`src/hdl/bctl_pkg.sv`:
```
package bctl_pkg;

   // widest slot index over the supported cache sizes
   localparam int IDX_W = 10;

   typedef enum logic [1:0] {
      KIND_GET     = 2'd0,
      KIND_RELEASE = 2'd1,
      KIND_FLUSH   = 2'd2,
      KIND_NONE    = 2'd3
   } kind_type;

   typedef enum logic [2:0] {
      ST_HIT        = 3'd0,
      ST_MISS       = 3'd1,
      ST_WAIT       = 3'd2,
      ST_BUSY       = 3'd3,
      ST_RELEASED   = 3'd4,
      ST_NO_MATCH   = 3'd5,
      ST_FLUSH_WB   = 3'd6,
      ST_FLUSH_DONE = 3'd7
   } status_type;

   typedef enum logic [2:0] {
      OP_NONE    = 3'd0,
      OP_UNPIN   = 3'd1,
      OP_GRANT   = 3'd2,
      OP_FILL    = 3'd3,
      OP_RELEASE = 3'd4
   } op_type;

   // command broadcast to every cell
   typedef struct packed {
      op_type           op;
      logic [IDX_W-1:0] idx;
      logic [31:0]      stamp;
      logic             modified;
   } cmd_type;

   // search state handed from cell to cell
   typedef struct packed {
      logic             hit_found;
      logic             hit_wait;
      logic [IDX_W-1:0] hit_idx;
      logic             free_found;
      logic [IDX_W-1:0] free_idx;
      logic             lru_found;
      logic             lru_dirty;
      logic [IDX_W-1:0] lru_idx;
      logic [31:0]      lru_stamp;
      logic [31:0]      lru_tag;
   } carry_type;

   // dirty slot seen by the flush token, zero elsewhere
   typedef struct packed {
      logic             dirty;
      logic [IDX_W-1:0] idx;
      logic [31:0]      tag;
   } probe_type;

   typedef struct packed {
      status_type  status;
      logic [5:0]  result_slot;
      logic        writeback_needed;
      logic [31:0] writeback_block;
      logic        last;
   } result_type;

endpackage

```
`src/hdl/bctl_cell.sv`:
```
module bctl_cell #(
   parameter int IDX        = 0,
   parameter int OWNER_BITS = 8
) (
   input  logic                    clock,
   input  logic                    reset,
   input  logic                    advance,
   input  logic                    flush_mode,
   input  logic                    tok_in,
   input  bctl_pkg::carry_type     carry_in,
   input  logic [31:0]             blk,
   input  logic [OWNER_BITS-1:0]   who,
   input  bctl_pkg::cmd_type       cmd,
   output logic                    tok_out,
   output bctl_pkg::carry_type     carry_out,
   output bctl_pkg::probe_type     probe,
   output logic                    ack
);

   localparam logic [bctl_pkg::IDX_W-1:0] MY_IDX = bctl_pkg::IDX_W'(IDX);

   logic                  valid_ff, valid_in;
   logic                  dirty_ff, dirty_in;
   logic                  pinned_ff, pinned_in;
   logic [31:0]           tag_ff, tag_in;
   logic [31:0]           stamp_ff, stamp_in;
   logic [OWNER_BITS-1:0] owner_ff, owner_in;
   logic                  tok_ff, tok_in_nx;
   bctl_pkg::carry_type   carry_ff, carry_in_nx, carry_upd;
   logic                  sel;
   logic                  flush_hit;

   assign sel       = (cmd.idx == MY_IDX);
   assign flush_hit = tok_in && flush_mode && valid_ff && dirty_ff;

   // fold this slot into the running search
   always_comb begin
      carry_upd = carry_in;
      if (valid_ff && tag_ff == blk && !carry_in.hit_found) begin
         carry_upd.hit_found = 1'b1;
         carry_upd.hit_wait  = pinned_ff && owner_ff != who;
         carry_upd.hit_idx   = MY_IDX;
      end
      if (!valid_ff && !pinned_ff && !carry_in.free_found) begin
         carry_upd.free_found = 1'b1;
         carry_upd.free_idx   = MY_IDX;
      end
      if (valid_ff && !pinned_ff && (!carry_in.lru_found || stamp_ff < carry_in.lru_stamp))
      begin
         carry_upd.lru_found = 1'b1;
         carry_upd.lru_dirty = dirty_ff;
         carry_upd.lru_idx   = MY_IDX;
         carry_upd.lru_stamp = stamp_ff;
         carry_upd.lru_tag   = tag_ff;
      end
   end

   always_comb begin
      tok_in_nx   = advance ? tok_in : tok_ff;
      carry_in_nx = (advance && tok_in) ? carry_upd : carry_ff;
   end

   always_comb begin
      probe.dirty = flush_hit;
      probe.idx   = flush_hit ? MY_IDX : '0;
      probe.tag   = flush_hit ? tag_ff : '0;
   end

   always_comb begin
      unique case (cmd.op)
         bctl_pkg::OP_UNPIN:   ack = sel && pinned_ff && owner_ff == who;
         bctl_pkg::OP_RELEASE: ack = sel && valid_ff;
         default:              ack = 1'b0;
      endcase
   end

   always_comb begin
      valid_in  = valid_ff;
      dirty_in  = dirty_ff;
      pinned_in = pinned_ff;
      tag_in    = tag_ff;
      stamp_in  = stamp_ff;
      owner_in  = owner_ff;
      if (flush_hit && advance) begin
         dirty_in = 1'b0;
      end
      unique case (cmd.op)
         bctl_pkg::OP_UNPIN: begin
            if (ack) begin
               pinned_in = 1'b0;
               owner_in  = '0;
            end
         end
         bctl_pkg::OP_GRANT: begin
            if (sel) begin
               pinned_in = 1'b1;
               owner_in  = who;
               stamp_in  = cmd.stamp;
            end
         end
         bctl_pkg::OP_FILL: begin
            if (sel) begin
               valid_in  = 1'b1;
               dirty_in  = 1'b0;
               tag_in    = blk;
               pinned_in = 1'b1;
               owner_in  = who;
               stamp_in  = cmd.stamp;
            end
         end
         bctl_pkg::OP_RELEASE: begin
            if (ack) begin
               dirty_in  = dirty_ff || cmd.modified;
               pinned_in = 1'b0;
               owner_in  = '0;
            end
         end
         default: begin
         end
      endcase
   end

   always_ff @(posedge clock) begin
      if (reset) begin
         valid_ff  <= 1'b0;
         dirty_ff  <= 1'b0;
         pinned_ff <= 1'b0;
         tag_ff    <= '0;
         stamp_ff  <= '0;
         owner_ff  <= '0;
         tok_ff    <= 1'b0;
      end else begin
         valid_ff  <= valid_in;
         dirty_ff  <= dirty_in;
         pinned_ff <= pinned_in;
         tag_ff    <= tag_in;
         stamp_ff  <= stamp_in;
         owner_ff  <= owner_in;
         tok_ff    <= tok_in_nx;
      end
      carry_ff <= carry_in_nx;
   end

   assign tok_out   = tok_ff;
   assign carry_out = carry_ff;

endmodule

```
`config.mk`:
```
export PLATFORM = sky130hd
export DESIGN_NAME = bctl_cell
export DESIGN_NICKNAME = d
export VERILOG_FILES = /design/src/hdl/bctl_pkg.sv /design/src/hdl/bctl_cell.sv
export SDC_FILE = /design/constraint.sdc
export NUM_CORES = 1
export LEC_CHECK = 0
export ABC_CLOCK_PERIOD_IN_PS = 2860
export BUFFER_PORTS_ARGS = -buffer_cell sky130_fd_sc_hd__buf_2
export CAP_MARGIN = 10
export CORE_MARGIN = 4
export CORE_UTILIZATION = 46
export CTS_BUF_LIST = sky130_fd_sc_hd__clkbuf_2 sky130_fd_sc_hd__clkbuf_4 sky130_fd_sc_hd__clkbuf_8
export DETAILED_ROUTE_END_ITERATION = 10
export PLACE_DENSITY = 0.8
export SYNTH_ARGS = -nofsm -noshare
export SYNTH_HDL_FRONTEND = slang
export SYNTH_SLANG_ARGS = --single-unit
```
`constraint.sdc`:
```
create_clock -name clock -period 2.86 [get_ports clock]
set_clock_uncertainty 0.15 [all_clocks]
set_input_delay 0.143 -clock clock [delete_from_list [all_inputs] [get_ports clock]]
set_output_delay 0.143 -clock clock [all_outputs]
set_load 0.005 [all_outputs]
```
# Word level (Yosys, flattened, before mapping)
# Cells that the tools add are included.
# classes
order_cmp	1
n_eq_ne	9
n_mux	14
reduce_logical	29
# op_table
operator	n
$mux 75	1
$eq 32x32->1	1
$lt 32x32->1	1
$mux 32	1
$mux 8	2
$pmux 8 s2	1
$logic_and 1x1->1	15
$mux 11	1
$logic_not 10->1	1
$eq 8x8->1	1
$ne 8x8->1	1
$eq 3x2->1 const B	2
$pmux 1 s2	3
$logic_not 1->1	5
$mux 1	5
$ne 2x1->1 const B	2
$reduce_and 2->1	2
$reduce_or 2->1	2
$eq 3x1->1 const B	1
$eq 3x3->1 const B	1
$reduce_and 3->1	1
$logic_or 1x1->1	2
$reduce_bool 2->1	1
# totals
regBits	175
in_bits	190
out_inout_bits	144
word_cells	70

# Depth between registers and ports, before layout
# Gate-level depths: netlist of the first run.
# logic_depth
word_depth	7
ltp_mapped	10

# Least setup slack after synthesis of the first run
# Ideal clock, no wire load.
# synth_path
path_kind	input to register
start	input tok_in
end	register dirty_ff
arrival_ns	2.859
path_slack_ns	-0.282
path_stages	4
n_path_buf	0
path_cell_list	and2_1 nand3_1 nand2_1 a211oi_1
# synth_between
elab_chain_len	7
word_cells_on_any_way	8
# synth_rtl
item	line_no	source
from (decl)	bctl_cell.sv:9	input logic tok_in,
$logic_and 1x1->1 (*) (3 in series)	bctl_cell.sv:34	assign flush_hit = tok_in && flush_mode && valid_ff && dirty_ff;
$logic_and 1x1->1 (*)	bctl_cell.sv:84	if (flush_hit && advance) begin
$mux 1 (*)	bctl_cell.sv:84	
$mux 1, on equally long branches	bctl_cell.sv:112, bctl_cell.sv:102	
$pmux 1 s2 (*)	bctl_cell.sv:87	unique case (cmd.op)
to (signal assigned)	bctl_cell.sv:134	dirty_ff <= dirty_in;
to (decl)	bctl_cell.sv:23	logic dirty_ff, dirty_in;
# Mark *: on every way between the ends. The rest lies on a longest branch, timed or not.
# A chain may end at the register's enable or synchronous reset.

==> results of run 1 <==
[metal layers]
metal  share of wire [%]  vias to the layer above
met5                   0                        -
met4                 3.7                        0
li1                    -                     3638
met1                  37                     3787
met3                 7.2                       79
met2                  52                      448
[where the power goes]
| part | internal, mW | switching [mW] |
|---|---|---|
| sequential | 2.72 | 0.0163 |
| clock | 0.736 | 0.947 |
| combinational | 0.383 | 0.266 |
| total | 3.84 | 1.23 |
[worst register-to-register path, stage by stage (launching register included)]
cell,delay [ns]
dfxtp_1,0.34
ha_1,0.34
nand4_1,0.20
nor4_2,0.40
nand2_1,0.11
a31oi_2,0.20
a41oi_4,0.10
clkbuf_16,0.24
buf_4,0.17
mux2_4,0.30
[cell usage after synthesis (2+ instances only)]
master    instances
edfxtp_1         99
and2_1           44
mux2_4           40
inv_1            34
xnor2_1          31
nand2_1         145
ha_1             31
a211oi_1          2
clkbuf_1         22
a22o_1            8
dfxtp_1          76
mux2_2           25
nand4_1          11
nor2b_1          21
buf_6             5
nor2_1           11
nand3_1           5
xor2_1            9
nand2b_1          2
and4_1            2
a21o_1            2
nor4_1            4
buf_4            11
o21ai_0           5
buf_2             7
nor3_1            4
a21oi_1          83
[registers in the layout (all words and copies together), names as in the netlist]
name       count
tag_ff        32
dirty_ff       1
pinned_ff      1
carry_out     99
stamp_ff      32
owner_ff       8
valid_ff       1
tok_out        1
[repair_timing]
item                                   in CTS  in global routing
cloned                                      0                  3
resized for setup                           1                  8
buffers inserted                            0                  1
pin swaps                                   0                  4
setup endpoints to repair                  53                 29
hold buffers                              186                  0
endpoints found under the hold margin     173                  0
[how the worst min path moves through the flow]
stage | from | endpoint | slack, ns | depth (start not counted)
finish | cmd[45] | dirty_ff | 0.14 | 4
global route | reset | pinned_ff | 0.15 | 3
CTS | cmd[45] | pinned_ff | 0.11 | 4
detailed placement | who[4] | owner_ff[4] | 0.23 | 2
global placement | who[7] | owner_ff[7] | 0.23 | 2
floorplan | who[0] | owner_ff[0] | 0.12 | 1
[area by class of cell]
type	instances	area (µm²)
Antenna cell	5	12.5
Clock buffer	20	263
Clock inverter	12	113
Fill cell	1164	4840
Inverter	34	128
Multi-Input combinational cell	511	3560
Sequential cell	175	4490
Tap cell	225	282
Timing Repair Buffer	542	3840
[stage by stage]
stage	setup TNS, ns	area, µm²
global placement	0	10300
finish	0	12700
global route	-1.84	12700
detailed placement	0	10300
CTS	0	12600
floorplan	0	8380
[cell families after synthesis]
group	count (synthesis)	synth area share, %
AND/OR/NAND/NOR	255	14.5
flip-flops	175	53.9
AO/OA/AOI/OAI	110	7.50
buffers and inverters	79	4.61
multiplexers	65	10.6
XOR/XNOR	40	4.20
adder cells (fa/ha/maj)	31	4.65
other	1	0.0450
==> metrics, run 1 <==
number of synthesized register bits=175; GR Overflow Total=0; Critical Path End=carry_out[27]; commonest non-fill, non-tap cells in the layout=buf_2 (323), dlygate4sd3_1 (186), nand2_1 (145); total power=5.07 mW; CP max FO=8; Slew Limit Fails=0; Clock Sinks=175; crit path from=carry_in[38]; CP endpoint kind=register; Power Density=399 mW/mm²; grt met3 use=4.99%; WP buf/inv=5; layout cells sized above 1=35.9%; Via density=5.22; path depth of the worst reg2reg path=9; highest clock rate=353 MHz; Slew @ Worst Pin=0.759 ns; PortBufs=323; RR Endpoint=carry_out[27]; Tightest Hold Check Type=in -> reg; Post-synth EDFFs=99; register area share after synthesis=53.9%; CP delay by family, top=buffers and inverters; Num CTS Buffers=17; First DRT Iteration DRCs=454; final worst path period share=99.0%; gpl congestion=0.824; Placed Instances=1297; GRT met1 Usage=31.9%; busiest grt layer=met2; asr flop ratio synth=0%; core area=0.0175 mm²; Layout Cells excl Fill=1524; WHS=0.137 ns; initial antenna violation count=4; CTS root buf=clkbuf_8; run status=finished, violations left; Critical Path RT=2.92 ns; Final #Nets=1502; post-layout util=72.4%; WP depth=12; CP Launch Type=primary input; Crit path largest cell delay=0.58 ns; top_reg_cell synth=edfxtp_1; Synth area leaders=edfxtp_1 (36%), dfxtp_1 (18%), mux2_4 (7.2%); Die ar.=0.0204 mm²; Synth Area per Inst=11.0 µm²; max cap viols=0; Final Worst Setup Slack=0.0274 ns; largest net degree at the start of global routing=60; wire per inst=19.4 µm; maximum vdd drop=296 µV; chip height=143 µm; Starting Density=47.6%; DRC violations left=1; largest area contributor in the netlist=edfxtp_1; Synth Cell Area=0.00834 mm²; IO Count=334; commonest non-fill, non-tap cell in the layout=buf_2; reg-to-reg critical path startpoint=stamp_ff[31]; Final setup viols=0; H-Tree Depth=4; violated checks=design-rule violations; Setup CP Type=in -> reg; Slew headroom=49.4%; Slowest cell on crit path=dlygate4sd3_1; distinct cell type count after synthesis=44; die width=143 µm; worst skew pair latency=0.45 ns; post-place setup slack=0.0264 ns; Period minus WS final=2.83 ns; final hold vios=0; critical-path cell list=dlygate4sd3_1 -> buf_2 -> inv_1 -> ha_1 -> nand2_1 -> nor3_1 -> a21oi_2 -> o41ai_4 -> a41oi_4 -> clkbuf_16 -> buf_4 -> mux2_4; top-area cell type share of the netlist area=35.6%; grt met2 use=50.0%; Yosys warning count=0; gate count after technology mapping=756; Total GRT Usage=27.6%; HPWL Detailed=18200 µm; Crit path arrival time=2.89 ns; CTS tree=yes; CTS max path bufs=2; Vias=7952; first-pass GRT wire length=43800 µm; Worst-path clk slew=0.10 ns; leak pwr=5.49 nW; Antenna Violating Nets Remaining=0; synthesis-to-layout area growth=52.2%; drt pass-1 iters=9; # rows=48; drt total wl=29600 µm; FF-to-FF setup slack=0.09 ns; vias in the first global route=8261
(Power assumes the default switching activity.)
==> run 2, diff against run 1 <==
ABC_AREA = 1   (was not set)
PLACE_DENSITY = 0.79   (was 0.8)
==> run 2 against run 1 <==
Compared with the run above:
- the run now ends clean
- sequential share of layout area grew 0.088 points
- final cell count up 18%
- count of clock-buffer cells in the layout fell by 3
- final area decreased by 0.25%
- core utilization decreased by 4.9 points
- wire length is 2.9% higher
- critical endpoint is now carry_out[19]
==> metrics, run 2 <==
run status=finished, final reports clean; grt met2 use=47.2%; Total GRT Usage=27.9%; Synth area leaders=edfxtp_1 (34%), dfxtp_1 (17%), nand2_1 (12%); Slew headroom=30.8%; postcts setup bufs=0; die width=146 µm; Crit path arrival time=2.71 ns; Yosys warning count=0; GR Overflow Total=0; largest net degree at the start of global routing=67; Final Worst Setup Slack=0.316 ns; RSZ-0062 raised after global routing=false; DRC violations left=0; commonest non-fill, non-tap cell in the layout=buf_2; Layout Cells excl Fill=1792; final worst path period share=89.0%; Num CTS Buffers=17; Final setup viols=0; count leader, synth=nand2_1; drt total wl=30500 µm; critical-path cell list=ha_1 -> nand2_1 -> inv_1 -> nand3_1 -> nor3_1 -> nand2_1 -> nand2_1 -> nand2_1 -> nand2_1 -> nand2_2 -> nand2_2 -> buf_6 -> nand2_1 -> nand2_1; CP endpoint kind=register; max cap viols=0; Clock Sinks=175; Vias=9288; Placed Instances=1583; layout cells sized above 1=25.2%; final hold vios=0; busiest grt layer=met2; Synth Cell Area=0.00880 mm²; asr flop ratio synth=0%; largest area contributor in the netlist=edfxtp_1; Setup CP Type=reg -> reg; synthesis-to-layout area growth=43.9%; leak pwr=5.94 nW; core area=0.0188 mm²; Antenna Violating Nets Remaining=0; Slew Limit Fails=0; top_reg_cell synth=edfxtp_1; highest clock rate=393 MHz; CP max FO=49; total power=5.11 mW; Critical Path RT=3.03 ns; CTS tree=yes; Post-synth EDFFs=99; chip height=146 µm; IO Count=334; HPWL Detailed=19200 µm; distinct cell type count after synthesis=30; max reg flops=99; fillers=1383; number of synthesized register bits=175; setup_tns=0 ns; cell mode on critical path=nand2_1; initial antenna violation count=1; Worst-path clk slew=0.10 ns; Crit path largest cell delay=0.36 ns; gpl congestion=0.873; WHS=0.123 ns; Via density=5.18; Die ar.=0.0214 mm²; maximum vdd drop=304 µV; Period minus WS final=2.54 ns; Synth Area per Inst=8.29 µm²; gate count after technology mapping=1061; Power Density=404 mW/mm²; First DRT Iteration DRCs=770; Starting Density=46.9%; H-Tree Depth=4; commonest non-fill, non-tap cells in the layout=buf_2 (323), nand2_1 (283), dlygate4sd3_1 (176); CTS max path bufs=2; Placed Area=0.0105 mm²; Slowest cell on crit path=dfxtp_1; # rows=50; register area share after synthesis=51.1%; CP Launch Type=register; post-place setup slack=0.511 ns; CTS root buf=clkbuf_8; vias in the first global route=9206; wire per inst=17.0 µm; top-area cell type share of the netlist area=33.8%; Tightest Hold Check Type=in -> reg; worst skew pair latency=0.45 ns; most frequent cells after synthesis=nand2_1 (286), inv_1 (117), edfxtp_1 (99); drt pass-1 iters=7; GRT met1 Usage=33.4%; Final Cell Area=0.0127 mm²; Slew @ Worst Pin=1.04 ns; grt met3 use=7.60%; post-layout util=67.5%; PortBufs=323; Final #Nets=1765; first-pass GRT wire length=48100 µm
[run 2: cell types whose count changed after synthesis, sizes merged, moves of 10 or more]
cell / before / now
nand3: 5 / 78
nor2: 12 / 93
xnor2: 31 / 5
inv: 34 / 119
nor2b: 21 / 0
buf: 23 / 41
a21boi: 0 / 10
or2: 0 / 14
nand2: 145 / 286
a21oi: 83 / 93
and2: 44 / 0
mux2: 65 / 0
o21ai: 6 / 44
[run 2: kinds of logic (layout without fill, tap and decap cells)]
kind of cell | count (synthesis) | count (layout) | synth area share, %
AO/OA/AOI/OAI | 149 | 149 | 8.83
XOR/XNOR | 17 | 17 | 1.69
adder cells (fa/ha/maj) | 31 | 31 | 4.41
buffers and inverters | 179 | 666 | 9.46
flip-flops | 175 | 175 | 51.1
other | 1 | 11 | 0.0426
AND/OR/NAND/NOR | 509 | 509 | 24.5
[run 2: timing repair]
action                                  4_1_cts  5_1_grt
hold buffers                                176        0
endpoints found under the setup margin        0        3
gates resized for setup                       0        1
hold endpoints to repair                    173        0
[run 2: worst max-delay path: cells and delay by family (launching register included)]
family / cells / cell delay, ns
buffers and inverters: 2 / 0.43
AND/OR/NAND/NOR: 11 / 1.13
adder cells (fa/ha/maj): 1 / 0.31
flip-flops: 1 / 0.36
[run 2: cell type report]
type,instances,area [µm²],share of cell area [%]
Sequential cell,175,4490,35.5
Timing Repair Buffer,515,3530,27.9
Multi-Input combinational cell,716,3520,27.8
Inverter,119,449,3.55
Tap cell,234,293,2.31
Clock buffer,17,234,1.85
Clock inverter,15,139,1.10
Antenna cell,1,2.50,0.0198
[run 2: power breakdown]
part | internal [mW] | switching, mW
sequential | 2.73 | 0.0183
clock | 0.704 | 0.984
combinational | 0.363 | 0.311
[run 2: layer usage]
layer / part of all wire, % / routed length (µm)
met5: 0 / 0
met4: 4.4 / 1330
met3: 9.4 / 2860
met2: 49 / 14800
met1: 38 / 11500
[run 2: final timing paths]
check / endpoint / from / depth (start not counted) / slack (ns)
min reg2reg: stamp_ff[0] / stamp_ff[0] / 2 / 0.32
min: stamp_ff[14] / reset / 3 / 0.12
max: carry_out[19] / stamp_ff[15] / 14 / 0.32
max reg2reg: carry_out[19] / stamp_ff[15] / 14 / 0.32
